[config.mk]
export PLATFORM = sky130hd
export DESIGN_NAME = ascii_integer_field_scanner_top_flat
export DESIGN_NICKNAME = d
export VERILOG_FILES = /design/src/rtl/core/aifs_pkg.sv /design/src/rtl/core/aifs_char_if.sv /design/src/rtl/core/aifs_result_if.sv /design/src/rtl/core/aifs_step.sv /design/src/rtl/core/ascii_integer_field_scanner_top.sv /design/src/flat_wrapper.sv
export SDC_FILE = /design/constraint.sdc
export NUM_CORES = 1
export LEC_CHECK = 0
export ABC_AREA = 1
export BUFFER_PORTS_ARGS = -buffer_cell sky130_fd_sc_hd__buf_2
export CAP_MARGIN = 20
export CORE_MARGIN = 4
export CORE_UTILIZATION = 60
export DETAILED_ROUTE_END_ITERATION = 8
export GPL_ROUTABILITY_DRIVEN = 0
export HOLD_SLACK_MARGIN = 0.06
export PLACE_DENSITY = 0.79
export REMOVE_ABC_BUFFERS = 1
export SYNTH_ARGS = -nofsm -noshare
export SYNTH_HDL_FRONTEND = slang
export SYNTH_SLANG_ARGS = --single-unit
[constraint.sdc]
create_clock -name clk -period 13.2 [get_ports clk]
set_clock_uncertainty 0.15 [all_clocks]
set_input_delay 1.32 -clock clk [delete_from_list [all_inputs] [get_ports clk]]
set_output_delay 1.32 -clock clk [all_outputs]
set_load 0.01 [all_outputs]
[src/rtl/core/aifs_pkg.sv]
// Shared types, codes and the character decoder for the integer field scanner.
`timescale 1ns / 1ps

package aifs_pkg;

  typedef enum logic [1:0] {
    PH_IDLE   = 2'd0,
    PH_BASE   = 2'd1,
    PH_PREFIX = 2'd2,
    PH_DIGITS = 2'd3
  } phase_t;

  typedef enum logic [1:0] {
    BASE_OCT = 2'd0,
    BASE_DEC = 2'd1,
    BASE_HEX = 2'd2
  } base_t;

  typedef enum logic [1:0] {
    MODE_AUTO = 2'd0,
    MODE_DEC  = 2'd1,
    MODE_HEX  = 2'd2,
    MODE_OCT  = 2'd3
  } mode_t;

  localparam logic [1:0] REG_BASE_MODE   = 2'd0;
  localparam logic [1:0] REG_ALLOW_SIGN  = 2'd1;
  localparam logic [1:0] REG_FIELD_WIDTH = 2'd2;

  localparam logic [7:0] CH_ZERO  = 8'h30;
  localparam logic [7:0] CH_NINE  = 8'h39;
  localparam logic [7:0] CH_LOW_A = 8'h61;
  localparam logic [7:0] CH_LOW_F = 8'h66;
  localparam logic [7:0] CH_UP_A  = 8'h41;
  localparam logic [7:0] CH_UP_F  = 8'h46;
  localparam logic [7:0] CH_LOW_X = 8'h78;
  localparam logic [7:0] CH_UP_X  = 8'h58;
  localparam logic [7:0] CH_MINUS = 8'h2d;

  // Control part of the scanner state; the wide fields travel separately.
  typedef struct packed {
    phase_t phase;
    base_t  base;
    logic   neg;
  } ctrl_t;

  typedef struct packed {
    logic       ok;
    logic [3:0] val;
  } digit_t;

  // Value of a character as a digit of the given base, with ok low if it is none.
  function automatic digit_t decode_digit(input logic [7:0] c, input base_t b);
    digit_t     d;
    logic [7:0] raw;
    logic       any;
    raw = 8'd0;
    any = 1'b0;
    if (c >= CH_ZERO && c <= CH_NINE) begin
      raw = c - CH_ZERO;
      any = 1'b1;
    end else if (c >= CH_LOW_A && c <= CH_LOW_F) begin
      raw = c - CH_LOW_A + 8'd10;
      any = 1'b1;
    end else if (c >= CH_UP_A && c <= CH_UP_F) begin
      raw = c - CH_UP_A + 8'd10;
      any = 1'b1;
    end
    d.val = raw[3:0];
    unique case (b)
      BASE_OCT: d.ok = any && (raw < 8'd8);
      BASE_DEC: d.ok = any && (raw < 8'd10);
      BASE_HEX: d.ok = any;
      default:  d.ok = 1'b0;
    endcase
    return d;
  endfunction

endpackage

[src/rtl/core/aifs_char_if.sv]
// Input channel carrying one text character per word.
`timescale 1ns / 1ps

interface aifs_char_if;
  logic       valid;
  logic       ready;
  logic [7:0] char_code;

  modport source (output valid, output char_code, input ready);
  modport sink   (input valid, input char_code, output ready);
endinterface

[src/rtl/core/aifs_result_if.sv]
// Output channel carrying one converted field per word.
`timescale 1ns / 1ps

interface aifs_result_if #(
  parameter int VALUE_BITS = 32,
  parameter int WIDTH_BITS = 8
);
  logic                  valid;
  logic                  ready;
  logic [VALUE_BITS-1:0] value;
  logic [WIDTH_BITS-1:0] chars_used;
  logic                  last_taken;

  modport source (output valid, output value, output chars_used, output last_taken,
                  input ready);
  modport sink   (input valid, input value, input chars_used, input last_taken,
                  output ready);
endinterface

[src/rtl/core/aifs_step.sv]
// Combinational next-state logic of the scanner for one character.
`timescale 1ns / 1ps

module aifs_step #(
  parameter int VALUE_BITS = 32,
  parameter int WIDTH_BITS = 8
) (
  input  logic [7:0]             char_code,
  input  aifs_pkg::ctrl_t        ctrl,
  input  logic [VALUE_BITS-1:0]  acc,
  input  logic [WIDTH_BITS-1:0]  used,
  input  logic [WIDTH_BITS-1:0]  wleft,
  input  aifs_pkg::mode_t        base_mode,
  input  logic                   allow_sign,
  input  logic [WIDTH_BITS-1:0]  field_width,
  output aifs_pkg::ctrl_t        ctrl_next,
  output logic [VALUE_BITS-1:0]  acc_next,
  output logic [WIDTH_BITS-1:0]  used_next,
  output logic [WIDTH_BITS-1:0]  wleft_next,
  output logic                   emit,
  output logic [VALUE_BITS-1:0]  emit_value,
  output logic                   emit_taken
);
  import aifs_pkg::*;

  always_comb begin
    phase_t                ph;
    phase_t                take_ph;
    base_t                 b;
    logic                  neg;
    logic [VALUE_BITS-1:0] a;
    logic [VALUE_BITS-1:0] scaled;
    logic [WIDTH_BITS-1:0] u;
    logic [WIDTH_BITS-1:0] w;
    logic                  take;
    logic                  digit_path;
    logic                  reject;
    logic                  ran_out;
    digit_t                d;

    take       = 1'b0;
    take_ph    = PH_DIGITS;
    digit_path = 1'b0;
    reject     = 1'b0;
    ran_out    = 1'b0;
    scaled     = '0;

    if (ctrl.phase == PH_IDLE) begin
      ph  = PH_BASE;
      b   = BASE_DEC;
      neg = 1'b0;
      a   = '0;
      u   = '0;
      w   = field_width;
    end else begin
      ph  = ctrl.phase;
      b   = ctrl.base;
      neg = ctrl.neg;
      a   = acc;
      u   = used;
      w   = wleft;
    end

    if (ctrl.phase == PH_IDLE && allow_sign && char_code == CH_MINUS) begin
      neg     = 1'b1;
      take    = 1'b1;
      take_ph = PH_BASE;
    end else begin
      unique case (ph)
        PH_BASE: begin
          if (base_mode == MODE_AUTO && char_code == CH_ZERO) begin
            b       = BASE_OCT;
            take    = 1'b1;
            take_ph = PH_PREFIX;
          end else begin
            unique case (base_mode)
              MODE_HEX: b = BASE_HEX;
              MODE_OCT: b = BASE_OCT;
              default:  b = BASE_DEC;
            endcase
            digit_path = 1'b1;
          end
        end
        PH_PREFIX: begin
          if (char_code == CH_LOW_X || char_code == CH_UP_X) begin
            b       = BASE_HEX;
            take    = 1'b1;
            take_ph = PH_DIGITS;
          end else begin
            b          = BASE_OCT;
            digit_path = 1'b1;
          end
        end
        default: digit_path = 1'b1;
      endcase
    end

    d = decode_digit(char_code, b);
    if (digit_path) begin
      if (d.ok) begin
        unique case (b)
          BASE_OCT: scaled = a << 3;
          BASE_HEX: scaled = a << 4;
          default:  scaled = (a << 3) + (a << 1);
        endcase
        a       = scaled + VALUE_BITS'(d.val);
        take    = 1'b1;
        take_ph = PH_DIGITS;
      end else begin
        reject = 1'b1;
      end
    end

    if (take) begin
      if (u != '1) u = u + 1'b1;
      if (w != '0) begin
        w       = w - 1'b1;
        ran_out = (w == '0);
      end
    end

    emit       = reject || ran_out;
    emit_taken = ran_out;
    emit_value = neg ? (VALUE_BITS'(0) - a) : a;

    ctrl_next.phase = emit ? PH_IDLE : (take ? take_ph : ph);
    ctrl_next.base  = b;
    ctrl_next.neg   = neg;
    acc_next        = a;
    used_next       = u;
    wleft_next      = w;
  end

endmodule

[src/rtl/core/ascii_integer_field_scanner_top.sv]
// Top level of the ASCII integer field scanner.
`timescale 1ns / 1ps

// Converts one integer field from a stream of text characters, one character per
// word on char_in, and delivers the value, the number of characters consumed and
// whether the ending character was consumed as one word on result_out. A new
// character can be accepted in every clock cycle while result words are taken as
// they come. The character ending the field is first held in the input register,
// where the combinational shift-and-add step works on it, and the result register
// is loaded from that step. While a result word waits for result_out.ready the
// input register holds, and char_in.ready stays low once that register is full.
// The character that ends a field by not being a digit is not part of it and
// must be sent again as the start of the next field if it belongs there.
// Configuration must be written through cfg_we, cfg_index and cfg_data only while
// no field is in progress; the block itself does not enforce this.
module ascii_integer_field_scanner_top #(
  parameter int VALUE_BITS = 32,
  parameter int WIDTH_BITS = 8
) (
  input  logic                  clk,
  input  logic                  rst,
  input  logic                  cfg_we,
  input  logic [1:0]            cfg_index,
  input  logic [WIDTH_BITS-1:0] cfg_data,
  aifs_char_if.sink             char_in,
  aifs_result_if.source         result_out
);
  import aifs_pkg::*;

  mode_t                 base_mode;
  logic                  allow_sign;
  logic [WIDTH_BITS-1:0] field_width;

  logic                  in_valid;
  logic [7:0]            in_char;

  ctrl_t                 ctrl;
  ctrl_t                 ctrl_next;
  logic [VALUE_BITS-1:0] acc;
  logic [VALUE_BITS-1:0] acc_next;
  logic [WIDTH_BITS-1:0] used;
  logic [WIDTH_BITS-1:0] used_next;
  logic [WIDTH_BITS-1:0] wleft;
  logic [WIDTH_BITS-1:0] wleft_next;
  logic                  emit;
  logic [VALUE_BITS-1:0] emit_value;
  logic                  emit_taken;

  logic                  out_valid;
  logic [VALUE_BITS-1:0] out_value;
  logic [WIDTH_BITS-1:0] out_used;
  logic                  out_taken;
  logic                  advance;

  always_ff @(posedge clk) begin
    if (rst) begin
      base_mode   <= MODE_AUTO;
      allow_sign  <= 1'b1;
      field_width <= '0;
    end else if (cfg_we) begin
      unique case (cfg_index)
        REG_BASE_MODE:   base_mode   <= mode_t'(cfg_data[1:0]);
        REG_ALLOW_SIGN:  allow_sign  <= cfg_data[0];
        REG_FIELD_WIDTH: field_width <= cfg_data;
        default: ;
      endcase
    end
  end

  // The registered character is processed once the result register can take
  // whatever it may produce.
  assign advance       = in_valid && (!out_valid || result_out.ready);
  assign char_in.ready = !in_valid || advance;

  always_ff @(posedge clk) begin
    if (rst) begin
      in_valid <= 1'b0;
    end else if (char_in.ready) begin
      in_valid <= char_in.valid;
    end
  end

  always_ff @(posedge clk) begin
    if (char_in.ready && char_in.valid) begin
      in_char <= char_in.char_code;
    end
  end

  aifs_step #(
    .VALUE_BITS(VALUE_BITS),
    .WIDTH_BITS(WIDTH_BITS)
  ) u_step (
    .char_code  (in_char),
    .ctrl       (ctrl),
    .acc        (acc),
    .used       (used),
    .wleft      (wleft),
    .base_mode  (base_mode),
    .allow_sign (allow_sign),
    .field_width(field_width),
    .ctrl_next  (ctrl_next),
    .acc_next   (acc_next),
    .used_next  (used_next),
    .wleft_next (wleft_next),
    .emit       (emit),
    .emit_value (emit_value),
    .emit_taken (emit_taken)
  );

  always_ff @(posedge clk) begin
    if (rst) begin
      ctrl  <= '{phase: PH_IDLE, base: BASE_OCT, neg: 1'b0};
      acc   <= '0;
      used  <= '0;
      wleft <= '0;
    end else if (advance) begin
      ctrl  <= ctrl_next;
      acc   <= acc_next;
      used  <= used_next;
      wleft <= wleft_next;
    end
  end

  always_ff @(posedge clk) begin
    if (rst) begin
      out_valid <= 1'b0;
    end else if (advance && emit) begin
      out_valid <= 1'b1;
    end else if (result_out.ready) begin
      out_valid <= 1'b0;
    end
  end

  always_ff @(posedge clk) begin
    if (advance && emit) begin
      out_value <= emit_value;
      out_used  <= used_next;
      out_taken <= emit_taken;
    end
  end

  assign result_out.valid      = out_valid;
  assign result_out.value      = out_value;
  assign result_out.chars_used = out_used;
  assign result_out.last_taken = out_taken;

endmodule

[src/flat_wrapper.sv]
// flat-port wrapper written by rule: the top's interface ports become plain ports
module ascii_integer_field_scanner_top_flat import aifs_pkg::*;
#(
  parameter int VALUE_BITS = 32,
  parameter int WIDTH_BITS = 8
)
  (clk, rst, cfg_we, cfg_index, cfg_data, char_in_valid, char_in_char_code, char_in_ready, result_out_valid, result_out_value, result_out_chars_used, result_out_last_taken, result_out_ready);
  aifs_char_if char_in_i ();
  aifs_result_if #(.VALUE_BITS(VALUE_BITS), .WIDTH_BITS(WIDTH_BITS)) result_out_i ();
  input  logic clk;
  input  logic rst;
  input  logic cfg_we;
  input  logic [1:0] cfg_index;
  input  logic [WIDTH_BITS-1:0] cfg_data;
  input wire logic [$bits(char_in_i.valid)-1:0] char_in_valid;
  input wire logic [$bits(char_in_i.char_code)-1:0] char_in_char_code;
  output wire logic [$bits(char_in_i.ready)-1:0] char_in_ready;
  output wire logic [$bits(result_out_i.valid)-1:0] result_out_valid;
  output wire logic [$bits(result_out_i.value)-1:0] result_out_value;
  output wire logic [$bits(result_out_i.chars_used)-1:0] result_out_chars_used;
  output wire logic [$bits(result_out_i.last_taken)-1:0] result_out_last_taken;
  input wire logic [$bits(result_out_i.ready)-1:0] result_out_ready;
  assign char_in_i.valid = char_in_valid;
  assign char_in_i.char_code = char_in_char_code;
  assign char_in_ready = char_in_i.ready;
  assign result_out_valid = result_out_i.valid;
  assign result_out_value = result_out_i.value;
  assign result_out_chars_used = result_out_i.chars_used;
  assign result_out_last_taken = result_out_i.last_taken;
  assign result_out_i.ready = result_out_ready;
  ascii_integer_field_scanner_top #(.VALUE_BITS(VALUE_BITS), .WIDTH_BITS(WIDTH_BITS)) u_core (.clk(clk), .rst(rst), .cfg_we(cfg_we), .cfg_index(cfg_index), .cfg_data(cfg_data), .char_in(char_in_i), .result_out(result_out_i));
endmodule
==> results by group <==
Status
  – Status: finished clean

Global routing
  – Largest net degree at the start of global routing: 66
  – GR Util All Layers: 0.300
  – First-pass GRT wire length: 52.8 mm
  – GRT overflow: 0
  – Vias in the first global route: 11034
  – Initial antenna violation count: 0

Clock network
  – Post-cts resize count: 0
  – Clk slew on worst S/H paths: roughly 0.06 ns
  – Longest Clk Path Bufs: 2
  – Root Driver: clkbuf_16
  – Setup Buffers After CTS: 0
  – Sink Count: 115
  – CTS Buf Count: 17
  – CTS tree: done
  – H-tree depth: 4
  – Hold-fix buffers at CTS: 0
  – Worst-Skew Late Latency: 0.43 ns

Final layout
  – Fin area: 12300 um2
  – Most frequent cells in the layout: 510 x nand2_1, 268 x inv_1, 139 x nor2_1
  – Layout area overhead: 8.57%
  – Commonest non-fill, non-tap cell in the layout: nand2_1
  – Final nets: between 1500 and 2000
  – Ratio of cells with drive above 1 in the final layout: 0.165
  – Inserted Diodes: 0
  – Filler cell count: between 1500 and 2000

Floorplan
  – Die Height: 145 um
  – Initial core utilization: 0.618
  – Chip width: 145 um
  – IO Count: 66
  – Core footprint: approximately 18000 um2
  – Die ar.: 21100 um2
  – Row count: a little under 50

Worst setup path
  – Worst Setup SP: u_core.in_char[1]
  – Crit path capture: u_core.result_out.value[27]
  – Critical Path End Type: flop
  – Max incr delay on CP: 0.64 ns
  – Cell depth of the worst flop-to-flop path: 31
  – Worst Setup Path Type: flop to flop
  – Crit start category: flop
  – FF-to-FF End: u_core.result_out.value[27]
  – Most frequent CP cell: nand2_1
  – Worst r2r src: u_core.in_char[1]
  – CP max FO: 32
  – Critical path data arrival time: about 6 ns
  – R2R Setup Slk: 7.39 ns
  – Worst EP required: 13.23 ns
  – Max stage delay cell, worst path: nand2_2

Place
  – Final HPWL DP: 23.8 mm
  – Post-DP Area: 11700 um2
  – Setup Slack @ Placement: about 7.6 ns
  – Port Buffers: 65

Yosys
  – Post-synthesis adder-cell area fraction: 0.0317
  – Synthesis-stage register bit count: 115
  – Synth async-reset ratio: 0
  – Distinct cell type count after synthesis: 50
  – Synth Cell Area: 11300 um2
  – Synth Instances: 1809
  – Post-synthesis simple-gate area fraction: 0.423
  – Register area share after synthesis: 0.247
  – Syn_area_per_cell: 6.25 um2
  – Xor and xnor fraction of the mapped netlist area: 0.0357
  – Post-synth EDFFs: 49
  – Largest family of logic cells by synthesized area: simple AND/OR/NAND/NOR gates
  – Post-synthesis compound-gate area fraction: 0.134
  – Multiplexer share of the synthesized area: 0
  – Yosys synthesis warning count: 0
  – Ys flop type: dfxtp_1

Timing
  – Max-Slew Margin vs Limit: 0.268
  – Final worst setup slack: approximately 7.4 ns
  – Fin. Hold Viols: 0
  – Setup TNS: 0 ns
  – Post-Route Hold Slack: 0.307 ns
  – Min Tclk post-route: roughly 5.8 ns
  – Slew of the pin with the lowest slew margin: roughly 1.1 ns
  – Setup violators final: 0
  – Final Slew Violations: 0
  – Fmax: 172 MHz
  – Period utilization: 0.440
  – RSZ-0062 raised after global routing: false

Drt
  – Detailed-route wire length per cell: 15.6 um
  – DR iter-0 viols: 1090
  – DRT antenna net count: 0
  – Final Routed Wirelength: 32.6 mm
  – Number of vias per cell: 5.68
  – Router iterations before antenna repair: 6
  – Routed vias: about 12000
  – DRC viols: 0

Worst hold path
  – Class of the worst hold path: flop to flop

Pwr
  – Sw Ratio: 0.308
  – Worst VDD drop: 0.0894 mV
  – Clock network power share: 0.435
  – Reg power frac: 0.372
  – Switch Pwr: between 0.3 and 0.4 mW
  – Cell-internal power: 0.763 mW
  – Pwr Density: ~90 nW/um2
  – Leak pwr: 6.19 nW
  – Logic gate share of total power: 0.193

Job
  – Max Cap Viol: 0
## layer usage
metal,track usage,part of all wire,up-vias
met5,0,0,-
met4,0.140,0.036,0
met3,0.0518,0.095,95
met2,0.484,0.45,578
met1,0.393,0.42,5364
li1,-,-,5860
## stage by stage
| stage | util | instances | power, mW |
|---|---|---|---|
| floorplan | - | 1762 | 0.563 |
| finish | 0.671 | 2093 | 1.10 |
| detailed placement | 0.639 | 2061 | 0.622 |
| CTS | 0.671 | 2093 | 1.10 |
| global route | 0.671 | 2093 | 1.14 |
| global placement | 0.639 | 2061 | 0.617 |
## power by group through the flow
stage	Combinational (mW)	Clock [mW]	Sequential, mW
CTS	0.208	0.479	0.409
floorplan	0.144	0	0.419
global route	0.235	0.496	0.412
detailed placement	0.206	0	0.417
global placement	0.201	0	0.416
finish	0.213	0.480	0.410
## cells in the mapped netlist, types with 2 or more instances
library cell	instances	area [um2]
nand2_1	511	1920
inv_1	268	1010
nor2_1	140	526
nand3_1	135	676
a21oi_1	98	490
o21ai_0	86	430
dfxtp_1	66	1320
nand2_2	59	369
edfxtp_1	49	1470
nor2_2	41	257
xor2_1	36	315
inv_2	34	128
nand4_1	33	206
nand3_2	29	290
ha_1	27	338
clkbuf_1	22	82.6
a22oi_1	20	150
nor2_4	15	169
o21ai_1	15	75.1
o211ai_1	14	105
xnor2_1	10	87.6
a21oi_2	9	78.8
nand2_4	9	101
nor3_1	9	45.0
buf_2	8	40.0
buf_6	6	67.6
o21bai_1	6	45.0
clkinv_1	5	18.8
nand3_4	5	87.6
buf_1	4	15.0
buf_4	4	30.0
nand3b_1	4	30.0
o21a_1	4	30.0
o221ai_1	4	35.0
a31oi_1	3	18.8
buf_12	3	60.1
nor2_8	2	40.0
nor4_1	2	12.5
o21ai_2	2	17.5
o22ai_1	2	12.5
## cells by family after synthesis
group | count (synthesis)
AOI/OAI and AO/OA | 266
xor gates and xnor gates | 46
adders and majority gates | 28
buffers and inverters | 354
DFF | 115
and+or+nand+nor | 1000
## worst min path at each step
stage | startpoint | end | cells after the start
detailed placement | u_core.field_width[4] | u_core.field_width[4] | 2
CTS | u_core.field_width[4] | u_core.field_width[4] | 2
floorplan | u_core.field_width[0] | u_core.field_width[0] | 2
global route | u_core.field_width[4] | u_core.field_width[4] | 2
global placement | u_core.field_width[4] | u_core.field_width[4] | 2
finish | u_core.field_width[7] | u_core.field_width[7] | 2
## sequential cells by signal, summed over array words and instances, names as in the netlist
name / count
u_core.ctrl: 5
u_core.field_width: 8
u_core.wleft: 8
u_core.acc: 32
u_core.in_char: 8
u_core.result_out.value: 32
u_core.used: 8
u_core.result_out.chars_used: 8
u_core.result_out.last_taken: 1
u_core.base_mode: 2
u_core.in_valid: 1
u_core.allow_sign: 1
u_core.result_out.valid: 1
## layout make-up
cell class,instances,area [um2],share of cell area
Clock buffer,25,508,0.0414
Clock inverter,7,92.6,0.00755
Inverter,307,1150,0.0939
Multi-Input combinational cell,1340,7070,0.576
Sequential cell,115,2790,0.228
Tap cell,229,287,0.0234
Timing Repair Buffer,70,363,0.0296
## critical path, delay by kind of cell (launching register included)
| family | cells | cell delay (ns) |
|---|---|---|
| fa+ha+maj | 3 | 0.84 |
| buf+inv | 6 | 0.68 |
| simple gates | 20 | 3.15 |
| compound gates | 2 | 0.34 |
| flops | 1 | 0.44 |
Note: power is estimated with default switching activity, not from simulation.
